### src/rtl/core/dtaw_pkg.sv
// ----------------------------------------------------------------------------
// dtaw_pkg
// Shared types and constants for the delay-threshold AIMD window block.
// ----------------------------------------------------------------------------
`default_nettype none

package dtaw_pkg;

    // default parameter values
    localparam int TIME_BITS_DEF        = 32;
    localparam int WINDOW_FRAC_BITS_DEF = 16;

    // RTT estimate is Q32.8
    localparam int RTT_FRAC   = 8;
    localparam int RTT_W      = 32 + RTT_FRAC;

    // EWMA product: 18-bit weight, two bits per step
    localparam int EWMA_STEPS = 9;
    localparam int ACC_W      = 60;

    localparam int CFG_IDX_W  = 3;
    localparam int CFG_DATA_W = 32;

    // configuration register reset values
    localparam logic [15:0] RTT_THRESHOLD_RST = 16'd110;
    localparam logic [15:0] HOLDOFF_RST       = 16'd500;
    localparam logic [16:0] EWMA_WEIGHT_RST   = 17'd6554;
    localparam logic [16:0] DEC_FACTOR_RST    = 17'd32768;
    localparam logic [16:0] ONE_Q16           = 17'h10000;

    typedef enum logic [CFG_IDX_W-1:0] {
        REG_RTT_THRESHOLD = 3'd0,
        REG_HOLDOFF       = 3'd1,
        REG_EWMA_WEIGHT   = 3'd2,
        REG_DEC_FACTOR    = 3'd3,
        REG_MIN_WINDOW    = 3'd4
    } dtaw_reg_idx_t;

    typedef struct packed {
        logic [15:0] rtt_threshold;
        logic [15:0] holdoff;
        logic [16:0] ewma_weight;
        logic [16:0] dec_factor;
        logic [31:0] min_window;
    } dtaw_cfg_t;

    // controller -> datapath
    typedef struct packed {
        logic load;
        logic ewma_init;
        logic ewma_step;
        logic ewma_fin;
        logic div_init;
        logic div_step;
        logic apply_inc;
        logic mul;
        logic apply_dec;
        logic load_out;
    } dtaw_cmd_t;

    // datapath -> controller
    typedef struct packed {
        logic below_thr;
        logic holdoff_ok;
    } dtaw_status_t;

    // Q1.16 factor above one acts as one
    function automatic logic [16:0] clamp_one(input logic [16:0] v);
        return v[16] ? ONE_Q16 : v;
    endfunction

endpackage

`default_nettype wire

### src/rtl/core/dtaw_ctrl.sv
// ----------------------------------------------------------------------------
// dtaw_ctrl
// Sequencer: accept, EWMA multiply loop, decide, reciprocal division loop,
// decrease multiply or neither, then hand the result to the output register.
// ----------------------------------------------------------------------------
`default_nettype none

module dtaw_ctrl #(
    parameter int WINDOW_FRAC_BITS = dtaw_pkg::WINDOW_FRAC_BITS_DEF
) (
    input  wire                  clk,
    input  wire                  rst_n,
    input  wire                  in_valid,
    output logic                 in_ready,
    output logic                 out_valid,
    input  wire                  out_ready,
    input  wire dtaw_pkg::dtaw_status_t status,
    output dtaw_pkg::dtaw_cmd_t  cmd
);
    import dtaw_pkg::*;

    localparam int DIV_STEPS = 2 * WINDOW_FRAC_BITS + 1;
    localparam int MAX_STEPS = (DIV_STEPS > EWMA_STEPS) ? DIV_STEPS : EWMA_STEPS;
    localparam int CNT_W     = $clog2(MAX_STEPS);

    typedef enum logic [3:0] {
        S_IDLE,
        S_EWMA_INIT,
        S_EWMA,
        S_EWMA_FIN,
        S_DECIDE,
        S_DIV,
        S_INC,
        S_MUL,
        S_DEC,
        S_FINISH
    } state_t;

    state_t             state_reg;
    logic [CNT_W-1:0]   cnt_reg;
    logic               out_valid_reg;
    logic               out_free;

    assign out_free  = !out_valid_reg || out_ready;
    assign in_ready  = (state_reg == S_IDLE);
    assign out_valid = out_valid_reg;

    always_comb
    begin
        cmd           = '0;
        cmd.load      = (state_reg == S_IDLE) && in_valid;
        cmd.ewma_init = (state_reg == S_EWMA_INIT);
        cmd.ewma_step = (state_reg == S_EWMA);
        cmd.ewma_fin  = (state_reg == S_EWMA_FIN);
        cmd.div_init  = (state_reg == S_DECIDE) && status.below_thr;
        cmd.div_step  = (state_reg == S_DIV);
        cmd.apply_inc = (state_reg == S_INC);
        cmd.mul       = (state_reg == S_MUL);
        cmd.apply_dec = (state_reg == S_DEC);
        cmd.load_out  = (state_reg == S_FINISH) && out_free;
    end

    always_ff @(posedge clk or negedge rst_n)
    begin
        if (!rst_n)
        begin
            state_reg     <= S_IDLE;
            cnt_reg       <= '0;
            out_valid_reg <= 1'b0;
        end
        else
        begin
            if (cmd.load_out)
                out_valid_reg <= 1'b1;
            else if (out_ready)
                out_valid_reg <= 1'b0;

            unique case (state_reg)
                S_IDLE:
                begin
                    if (in_valid)
                        state_reg <= S_EWMA_INIT;
                end
                S_EWMA_INIT:
                begin
                    cnt_reg   <= CNT_W'(EWMA_STEPS - 1);
                    state_reg <= S_EWMA;
                end
                S_EWMA:
                begin
                    if (cnt_reg == '0)
                        state_reg <= S_EWMA_FIN;
                    else
                        cnt_reg <= cnt_reg - 1'b1;
                end
                S_EWMA_FIN:
                begin
                    state_reg <= S_DECIDE;
                end
                S_DECIDE:
                begin
                    if (status.below_thr)
                    begin
                        cnt_reg   <= CNT_W'(DIV_STEPS - 1);
                        state_reg <= S_DIV;
                    end
                    else if (status.holdoff_ok)
                        state_reg <= S_MUL;
                    else
                        state_reg <= S_FINISH;
                end
                S_DIV:
                begin
                    if (cnt_reg == '0)
                        state_reg <= S_INC;
                    else
                        cnt_reg <= cnt_reg - 1'b1;
                end
                S_INC:
                begin
                    state_reg <= S_FINISH;
                end
                S_MUL:
                begin
                    state_reg <= S_DEC;
                end
                S_DEC:
                begin
                    state_reg <= S_FINISH;
                end
                S_FINISH:
                begin
                    if (out_free)
                        state_reg <= S_IDLE;
                end
                default:
                begin
                    state_reg <= S_IDLE;
                end
            endcase
        end
    end

    a_accept_starts: assert property (@(posedge clk) disable iff (!rst_n)
        in_valid && in_ready |=> state_reg == S_EWMA_INIT)
        else $error("accepted beat did not start the EWMA");

    a_out_from_finish: assert property (@(posedge clk) disable iff (!rst_n)
        $rose(out_valid_reg) |-> $past(state_reg) == S_FINISH)
        else $error("result raised outside the finish state");

    a_div_ends: assert property (@(posedge clk) disable iff (!rst_n)
        state_reg == S_DIV && cnt_reg == '0 |=> state_reg == S_INC)
        else $error("division loop overran");

endmodule

`default_nettype wire

### src/rtl/core/dtaw_datapath.sv
// ----------------------------------------------------------------------------
// dtaw_datapath
// RTT sample, EWMA by radix-4 shift-add, restoring reciprocal division,
// decrease multiply with clamp, and the output register.
// ----------------------------------------------------------------------------
`default_nettype none

module dtaw_datapath #(
    parameter int TIME_BITS        = dtaw_pkg::TIME_BITS_DEF,
    parameter int WINDOW_FRAC_BITS = dtaw_pkg::WINDOW_FRAC_BITS_DEF
) (
    input  wire                     clk,
    input  wire                     rst_n,
    input  wire dtaw_pkg::dtaw_cmd_t cmd,
    output dtaw_pkg::dtaw_status_t  status,
    input  wire dtaw_pkg::dtaw_cfg_t cfg,
    input  wire [TIME_BITS-1:0]     sent_time_ms,
    input  wire [TIME_BITS-1:0]     ack_time_ms,
    input  wire [TIME_BITS-1:0]     now_ms,
    output logic [15:0]             win_count,
    output logic [31:0]             rtt_estimate_ms,
    output logic                    did_decrease
);
    import dtaw_pkg::*;

    localparam int QW = 2 * WINDOW_FRAC_BITS + 1;
    localparam int SW = ((QW > 32) ? QW : 32) + 1;
    localparam logic [31:0] WIN_ONE = 32'(1) << WINDOW_FRAC_BITS;

    // architectural state
    logic [RTT_W-1:0]       srtt_reg;
    logic                   seen_reg;
    logic [31:0]            win_reg;
    logic [TIME_BITS-1:0]   last_dec_reg;
    logic                   dec_reg;

    // working registers
    logic [31:0]            sample_reg;
    logic [TIME_BITS-1:0]   now_reg;
    logic signed [ACC_W-1:0] acc_reg;
    logic signed [ACC_W-1:0] m1_reg;
    logic signed [ACC_W-1:0] m3_reg;
    logic [17:0]            mplier_reg;
    logic [31:0]            rem_reg;
    logic                   lead_reg;
    logic [QW-1:0]          quo_reg;
    logic [48:0]            prod_reg;

    // sample
    logic [TIME_BITS-1:0]   rtt_raw;
    logic [63:0]            rtt_ext;
    logic [31:0]            sample_next;

    assign rtt_raw     = ack_time_ms - sent_time_ms;
    assign rtt_ext     = 64'(rtt_raw);
    assign sample_next = (|rtt_ext[63:32]) ? 32'hFFFF_FFFF : rtt_ext[31:0];

    // EWMA: acc = old<<16 + w*(new - old) + half
    logic signed [40:0]      ew_diff;
    logic signed [ACC_W-1:0] ew_m1;
    logic signed [ACC_W-1:0] ew_m3;
    logic signed [ACC_W-1:0] ew_acc0;
    logic signed [ACC_W-1:0] ew_term;
    logic [RTT_W-1:0]        srtt_next;

    assign ew_diff = $signed({1'b0, sample_reg, 8'b0}) - $signed({1'b0, srtt_reg});
    assign ew_m1   = ACC_W'(ew_diff);
    assign ew_m3   = ew_m1 + (ew_m1 <<< 1);
    assign ew_acc0 = $signed({4'b0, srtt_reg, 16'b0}) + $signed(ACC_W'(32768));

    always_comb
    begin
        case (mplier_reg[1:0])
            2'd1:    ew_term = m1_reg;
            2'd2:    ew_term = m1_reg <<< 1;
            2'd3:    ew_term = m3_reg;
            default: ew_term = '0;
        endcase
    end

    assign srtt_next = seen_reg ? acc_reg[55:16] : {sample_reg, 8'b0};

    // restoring division of 2^(2F) by the window
    logic [32:0] div_t;
    logic        div_ge;
    logic [32:0] div_sub;
    logic [31:0] rem_next;

    assign div_t    = {rem_reg, lead_reg};
    assign div_ge   = div_t >= {1'b0, win_reg};
    assign div_sub  = div_t - {1'b0, win_reg};
    assign rem_next = div_ge ? div_sub[31:0] : div_t[31:0];

    // a zero window goes straight to the top
    logic [SW-1:0] inc_sum;
    logic [31:0]   win_inc_next;

    assign inc_sum      = SW'(win_reg) + SW'(quo_reg);
    assign win_inc_next = ((win_reg == '0) || (|inc_sum[SW-1:32])) ? 32'hFFFF_FFFF
                                                                   : inc_sum[31:0];

    // decrease
    logic [31:0] scaled;
    logic [31:0] win_dec_next;

    assign scaled       = prod_reg[47:16];
    assign win_dec_next = (scaled < cfg.min_window) ? cfg.min_window : scaled;

    // status
    logic [TIME_BITS-1:0] elapsed;

    assign elapsed           = now_reg - last_dec_reg;
    assign status.below_thr  = srtt_reg <= {16'b0, cfg.rtt_threshold, 8'b0};
    assign status.holdoff_ok = elapsed >= TIME_BITS'(cfg.holdoff);

    // output
    logic [31:0] win_int;

    assign win_int = 32'(win_reg >> WINDOW_FRAC_BITS);

    always_ff @(posedge clk or negedge rst_n)
    begin
        if (!rst_n)
        begin
            srtt_reg     <= '0;
            seen_reg     <= 1'b0;
            win_reg      <= WIN_ONE;
            last_dec_reg <= '0;
            dec_reg      <= 1'b0;
        end
        else
        begin
            if (cmd.load)
                dec_reg <= 1'b0;
            if (cmd.ewma_fin)
            begin
                srtt_reg <= srtt_next;
                seen_reg <= 1'b1;
            end
            if (cmd.apply_inc)
                win_reg <= win_inc_next;
            if (cmd.apply_dec)
            begin
                win_reg      <= win_dec_next;
                last_dec_reg <= now_reg;
                dec_reg      <= 1'b1;
            end
        end
    end

    always_ff @(posedge clk)
    begin
        if (cmd.load)
        begin
            sample_reg <= sample_next;
            now_reg    <= now_ms;
        end
        if (cmd.ewma_init)
        begin
            acc_reg    <= ew_acc0;
            m1_reg     <= ew_m1;
            m3_reg     <= ew_m3;
            mplier_reg <= {1'b0, clamp_one(cfg.ewma_weight)};
        end
        if (cmd.ewma_step)
        begin
            acc_reg    <= acc_reg + ew_term;
            m1_reg     <= m1_reg <<< 2;
            m3_reg     <= m3_reg <<< 2;
            mplier_reg <= mplier_reg >> 2;
        end
        if (cmd.div_init)
        begin
            rem_reg  <= '0;
            lead_reg <= 1'b1;
            quo_reg  <= '0;
        end
        if (cmd.div_step)
        begin
            rem_reg  <= rem_next;
            lead_reg <= 1'b0;
            quo_reg  <= {quo_reg[QW-2:0], div_ge};
        end
        if (cmd.mul)
            prod_reg <= 49'(win_reg) * 49'(clamp_one(cfg.dec_factor));
        if (cmd.load_out)
        begin
            win_count       <= (|win_int[31:16]) ? 16'hFFFF : win_int[15:0];
            rtt_estimate_ms <= srtt_reg[RTT_W-1:RTT_FRAC];
            did_decrease    <= dec_reg;
        end
    end

    a_dec_clamped: assert property (@(posedge clk) disable iff (!rst_n)
        cmd.apply_dec |=> win_reg >= $past(cfg.min_window))
        else $error("window fell below its floor after a decrease");

endmodule

`default_nettype wire

### src/rtl/core/delay_threshold_aimd_window_top.sv
// ----------------------------------------------------------------------------
// delay_threshold_aimd_window_top
// Delay-threshold AIMD congestion window, one update per acknowledgement.
// ----------------------------------------------------------------------------
// One acknowledgement is taken at a time. It passes the EWMA update, a
// decision and then a multiplicative decrease, a growth step or neither
// before its result is loaded; the growth step is a one-bit-per-cycle
// restoring division of 2^(2*F) by the window, and the EWMA update is a
// two-bit shift-add multiplier. The result sits in an output register, so
// the next beat is taken in the cycle after the result is loaded, even while
// it waits to be read. A further result waits in the sequencer until the
// previous one is read. Configuration writes are registered and should be
// made only while no beat is in flight.
// ----------------------------------------------------------------------------
`default_nettype none

module delay_threshold_aimd_window_top #(
    parameter int TIME_BITS        = dtaw_pkg::TIME_BITS_DEF,
    parameter int WINDOW_FRAC_BITS = dtaw_pkg::WINDOW_FRAC_BITS_DEF
) (
    input  wire                             clk,
    input  wire                             rst_n,
    input  wire                             cfg_wr_en,
    input  wire [dtaw_pkg::CFG_IDX_W-1:0]   cfg_index,
    input  wire [dtaw_pkg::CFG_DATA_W-1:0]  cfg_data,
    input  wire                             in_valid,
    output logic                            in_ready,
    input  wire [TIME_BITS-1:0]             sent_time_ms,
    input  wire [TIME_BITS-1:0]             ack_time_ms,
    input  wire [TIME_BITS-1:0]             now_ms,
    output logic                            out_valid,
    input  wire                             out_ready,
    output logic [15:0]                     win_count,
    output logic [31:0]                     rtt_estimate_ms,
    output logic                            did_decrease
);
    import dtaw_pkg::*;

    localparam logic [31:0] MIN_WINDOW_RST = 32'(1) << WINDOW_FRAC_BITS;

    dtaw_cfg_t    cfg_reg;
    dtaw_cmd_t    cmd;
    dtaw_status_t status;

    always_ff @(posedge clk or negedge rst_n)
    begin
        if (!rst_n)
        begin
            cfg_reg.rtt_threshold <= RTT_THRESHOLD_RST;
            cfg_reg.holdoff       <= HOLDOFF_RST;
            cfg_reg.ewma_weight   <= EWMA_WEIGHT_RST;
            cfg_reg.dec_factor    <= DEC_FACTOR_RST;
            cfg_reg.min_window    <= MIN_WINDOW_RST;
        end
        else if (cfg_wr_en)
        begin
            unique case (cfg_index)
                REG_RTT_THRESHOLD: cfg_reg.rtt_threshold <= cfg_data[15:0];
                REG_HOLDOFF:       cfg_reg.holdoff       <= cfg_data[15:0];
                REG_EWMA_WEIGHT:   cfg_reg.ewma_weight   <= cfg_data[16:0];
                REG_DEC_FACTOR:    cfg_reg.dec_factor    <= cfg_data[16:0];
                REG_MIN_WINDOW:    cfg_reg.min_window    <= cfg_data[31:0];
                default:           ;
            endcase
        end
    end

    dtaw_ctrl #(
        .WINDOW_FRAC_BITS (WINDOW_FRAC_BITS)
    ) u_ctrl (
        .clk       (clk),
        .rst_n     (rst_n),
        .in_valid  (in_valid),
        .in_ready  (in_ready),
        .out_valid (out_valid),
        .out_ready (out_ready),
        .status    (status),
        .cmd       (cmd)
    );

    dtaw_datapath #(
        .TIME_BITS        (TIME_BITS),
        .WINDOW_FRAC_BITS (WINDOW_FRAC_BITS)
    ) u_datapath (
        .clk             (clk),
        .rst_n           (rst_n),
        .cmd             (cmd),
        .status          (status),
        .cfg             (cfg_reg),
        .sent_time_ms    (sent_time_ms),
        .ack_time_ms     (ack_time_ms),
        .now_ms          (now_ms),
        .win_count       (win_count),
        .rtt_estimate_ms (rtt_estimate_ms),
        .did_decrease    (did_decrease)
    );

endmodule

`default_nettype wire
### config.mk
export PLATFORM = sky130hd
export DESIGN_NAME = delay_threshold_aimd_window_top
export DESIGN_NICKNAME = d
export VERILOG_FILES = /design/src/rtl/core/dtaw_pkg.sv /design/src/rtl/core/dtaw_ctrl.sv /design/src/rtl/core/dtaw_datapath.sv /design/src/rtl/core/delay_threshold_aimd_window_top.sv
export SDC_FILE = /design/constraint.sdc
export NUM_CORES = 2
export LEC_CHECK = 0
export ABC_AREA = 1
export BUFFER_PORTS_ARGS = -buffer_cell sky130_fd_sc_hd__buf_2
export CORE_MARGIN = 3
export CORE_UTILIZATION = 50
export CTS_CLUSTER_SIZE = 25
export DETAILED_ROUTE_END_ITERATION = 6
export GPL_ROUTABILITY_DRIVEN = 0
export PLACE_DENSITY = 0.72
export SLEW_MARGIN = 20
export SYNTH_ARGS = -nofsm -noshare
export SYNTH_HDL_FRONTEND = slang
export SYNTH_SLANG_ARGS = --single-unit
### constraint.sdc
create_clock -name clk -period 6.55 [get_ports clk]
set_clock_uncertainty 0.1 [all_clocks]
set_input_delay 0.655 -clock clk [delete_from_list [all_inputs] [get_ports clk]]
set_output_delay 0.655 -clock clk [all_outputs]
set_load 0.01 [all_outputs]
After elaboration in Yosys (flattened, before gate mapping)
Index checks and enable logic that the tools add are counted.
Word-level totals
  register bits after elaboration: 639
  latch bits: 0
  bits in writable memories: 0
  ROM bits: 0
  bits of input ports: 136
  output and inout bits: 51
  logic and storage cells: 127
  memories: 0
Cells by class
  add/sub/neg operators: 9
  $mul: 1
  div/mod/pow operators: 0
  $lt $le $gt $ge: 4
  equal/unequal tests: 22
  shift operators: 0
  muxes and demuxes: 35
  bitwise logic cells: 0
  reductions and logical operators: 26
Operators by type and width (number)
  $mux W60: 6
  $mux W32: 7
  $pmux W60 S3: 1
  $sub A32 B32 Y32: 3
  $mux W33: 2
  $add A60 B60 Y60: 1
  $add A56 B16 Y57 const B: 1
  $mul A32 B17 Y48: 1
  $add A41 B42 Y43: 1
  $sub A40 B40 Y41: 1
  $le A40 B24 Y1: 1
  $mux W40: 1
  $pmux W4 S9: 1
  $add A32 B33 Y34: 1
  $mux W17: 2
  $ge A33 B32 Y1: 1
  $ge A32 B16 Y1: 1
  $logic_not A32 Y1: 1
  $lt A32 B32 Y1: 1
  $mux W4: 6
  $pmux W6 S3: 1
  $eq A4 B3 Y1 const B: 4
  $mux W16: 1
  $mux W15: 1
  other kinds (25): 50

Longest topological paths before layout
  depth after elaboration: 6
  depth in mapped cells: 32
  depth with buffers taken out: 29

By module
From an unflattened synthesis, not the netlist that was laid out.
Unflattened totals
  cell total of the unflattened synthesis: 8328
  area total of the unflattened synthesis: 61622.9 µm²
Modules (own cells, without submodules)
  dtaw_datapath: instances 1, cells an instance 7768, area an instance 56848.3 µm², sequential area each 14465.1 µm²
  delay_threshold_aimd_window_top: instances 1, cells an instance 434, area an instance 3936.3 µm², sequential area each 2477.4 µm²
  dtaw_ctrl: instances 1, cells an instance 126, area an instance 838.3 µm², sequential area each 275.3 µm²

Least setup slack after synthesis
No wires, ideal clock.
  path type: register to register
  start: register cfg_reg[48] (netlist name)
  end: register u_datapath.prod_reg[47], data pin
  arrival time: 6134 ps
  required time: 6185 ps
  slack: 51 ps
  stages on the path, launching flop included: 29
  buffers on the path: 3
  cells stage by stage: dfrtp_1 clkbuf_1 clkinv_1 clkbuf_1 nand2_1 clkbuf_1 nor2_1 fa_1 inv_1 fa_1 fa_1 inv_1 fa_1 fa_1 inv_1 fa_1 inv_1 ha_1 a21oi_1 inv_1 nor2_1 inv_1 nor2_1 nand2_1 a21oi_1 inv_1 a21oi_2 o21ai_0 xor2_1
On the way
  cells in the longest elaborated chain, start to end: 2
RTL lines
  start, declared: line delay_threshold_aimd_window_top.sv:41  | dtaw_cfg_t cfg_reg;
  $mux W17: line dtaw_pkg.sv:69  | return v[16] ? ONE_Q16 : v;
  $mul A32 B17 Y48: line dtaw_datapath.sv:185  | prod_reg <= 49'(win_reg) * 49'(clamp_one(cfg.dec_factor));
  end signal, assigned: line dtaw_datapath.sv:185
  end, declared: line dtaw_datapath.sv:47  | logic [48:0] prod_reg;
No other way between the ends.
A chain may end at the register's enable or synchronous reset.

Worst setup path after layout
  start: register cfg_reg[48] (netlist name)
  end: register u_datapath.prod_reg[24], data pin
Same word-level chain as after synthesis.

==> impl_metrics.toml <==
[final_layout]
syn2layout_area_growth_pct = 12.81
seqCellArea_um2 = 17220
fin_nets = 8993
layout.cells.most_common = "nand2_1"
final_area_um2 = 66930
drive_above_1_share = 0.1077
largest_register_ffs = 98
final_cell_mix = "nand2_1, inv_1, nor2_1, o21ai_0, a21oi_1"
fill_cells = 10527
multiInputGateArea_um2 = 36500

[worst_setup_path]
critical-path-max-stage-delay_ns = 0.56
crit_buf_inv = 9
path_cells = "inv_2 > buf_6 > nand2_1 > buf_6 > clkinvlp_4 > nand2_1 > fa_1 > fa_1 > inv_1 > fa_1 > inv_1 > fa_1 > fa_1 > fa_1 > inv_1 > ha_1 > buf_4 > nand2_2 > inv_1 > a21oi_1 > o211ai_1 > a21oi_2 > o21ai_1 > xor2_1"
worstPathArrival_ns = 6.79
cp.depth = 24
worst-r2r-setup-slack_ns = 0.07
path_max_fanout = 9
critPathRequiredTime_ns = 6.87
crit_top_cell = "fa_1"
crit_family = "adder cells"
rr_startpoint = "cfg_reg[48]"
crit_type = "reg2reg"
timing.rr.end = "u_datapath.prod_reg[24]"
cp_slowest_cell = "fa_1"
start_kind = "flip-flop"
reg2reg_depth = 24
crit_start = "cfg_reg[48]"
end_kind = "flip-flop"
crit_end = "u_datapath.prod_reg[24]"

[yosys]
yosys.area.top_type_share = 0.1974
netlist_area_um2 = 59330
async_reset_ff_frac = 0.3525
synthTopCellsByArea = "edfxtp_1, fa_1, nand2_1"
yosys.area.top_type = "edfxtp_1"
syn_nets = 8649
netlist_instances = 7626
yosysSeqAreaShare = 0.2902
ys_ff_latch = 610
yosysWarningCount = 0
ys_types = 72
synthFlopType = "edfxtp_1"
synth_edf_count = 390
avgSynthCellArea_um2 = 7.780

[timing]
timing.slew.headroom = 0.2756
finalCritPeriodShare = 0.9888
setup_viol = 0
max_freq_mhz = 154.4
slew_violations = 0
final_hold_viol_count = 0
max_slew.worst_pin.slew_ns = 1.085
period_needed_ns = 6.476
whs_ns = 0.06328

[global_routing]
grt_usage = 0.3152
gr-total-overflow = 0
grt_pass1_wl_mm = 299.5
grt_pass1_vias = 52875
grt_max_degree = 150
antenna_found_initial = 9

[clock_tree]
root_buffer = "clkbuf_16"
tritoncts = "yes"
cts_made_buffers = 73
htree_levels = 3
clk_latency_ns = 0.68
clock-sinks = 610
cts.path.max_buffers = 3
clk_pin_slew_worst_paths_ns = 0.06

[detailed_routing]
wl_met3_mm = 23.85
detail_route.wl_per_cell_um = 20.47
drc = 0
routed_wl_mm = 195.7
top_layer_used = "met5"
dr.first_iter.drc_count = 6254
ant_nets = 0
routed_via_density = 5.714
route.met2.wl_mm = 83.60
via_count = 54610
met1Wirelength_mm = 78.24
dr.pass1.iters = 7

[die]
rows = 125
die_w_um = 350.5
die_h_um = 350.5
core_um2 = 117000
boundaryPins = 187
start_util = 0.5071
dieArea_um2 = 122800

[placed_design]
portBuffers = 186
place_area_um2 = 63580
hpwl_mm = 154.2

[run_status]
status = "complete, no violations"

[job]
drv_cap = 0

[hold_path]
hold-path-cell-count = 1
min_from = "now_ms[0]"
hp-class = "in2reg"
[worst min path at each step]
| stage | slack, ns | endpoint |
|---|---|---|
| final | 0.06 | u_datapath.now_reg[0] |
| after floorplan | 0.26 | cfg_reg[0] |
| after global placement | 0.33 | u_datapath.did_decrease |
| after CTS | 0.03 | u_datapath.now_reg[20] |
| after detailed placement | 0.34 | u_datapath.did_decrease |
| after global routing | 0.05 | u_datapath.now_reg[22] |
[metal layers]
metal	GRT usage	vias to the layer above
li1	-	25162
met1	0.4275	25868
met2	0.4756	3004
met3	0.08451	566
met4	0.1366	10
met5	0	-
[metrics by stage]
stage	TNS [ns]	setup WS (ns)	util	cells
floorplan	0	0.05101	-	7626
global placement	0	0.05228	0.5435	9399
detailed placement	0	0.02941	0.5435	9399
CTS	0	0.01878	0.5648	9535
global route	-0.5055	-0.1375	0.5720	9554
finish	0	0.07356	0.5721	9557
[area by class of cell]
cell class | count | share of cell area
multi-input cells | 5371 | 0.5453
inverters | 1441 | 0.08100
flip-flops and latches | 610 | 0.2573
well taps | 1524 | 0.02849
clock buffers | 98 | 0.02989
clock inverters | 37 | 0.007104
repair buffers | 473 | 0.05083
diodes | 3 | 0.0001122
[what timing repair did]
| item | CTS | global route |
|---|---|---|
| buffers inserted | 0 | 16 |
| hold buffers | 1 | 0 |
| gates cloned | 0 | 2 |
| gates resized for setup | 2 | 174 |
| endpoints found under the setup margin | 4 | 26 |
| pin swaps | 0 | 61 |
| hold endpoints to repair | 66 | 0 |
[kinds of logic (layout without fill, tap and decap cells)]
family / count (synthesis) / count (layout) / share of synthesized area
xor gates and xnor gates: 189 / 189 / 0.02815
adders and majority gates: 887 / 887 / 0.2441
buffers and inverters: 1645 / 2049 / 0.1056
and+or+nand+nor: 2909 / 2909 / 0.1984
DFF: 610 / 610 / 0.2902
other: 0 / 3 / 0
AOI/OAI and AO/OA: 1386 / 1386 / 0.1335
[cells in the mapped netlist (all sizes together), types with 72 or more instances]
master	count
a21oi	477
clkbuf	168
dfrtp	194
edfxtp	390
fa	451
ha	436
inv	1425
nand2	1732
nand3	211
nor2	774
o21ai	581
xnor2	72
xor2	117
Power is left out: the tool's default activity adds up to more than one toggle a clock period on the data nets, which glitch-free logic cannot reach.
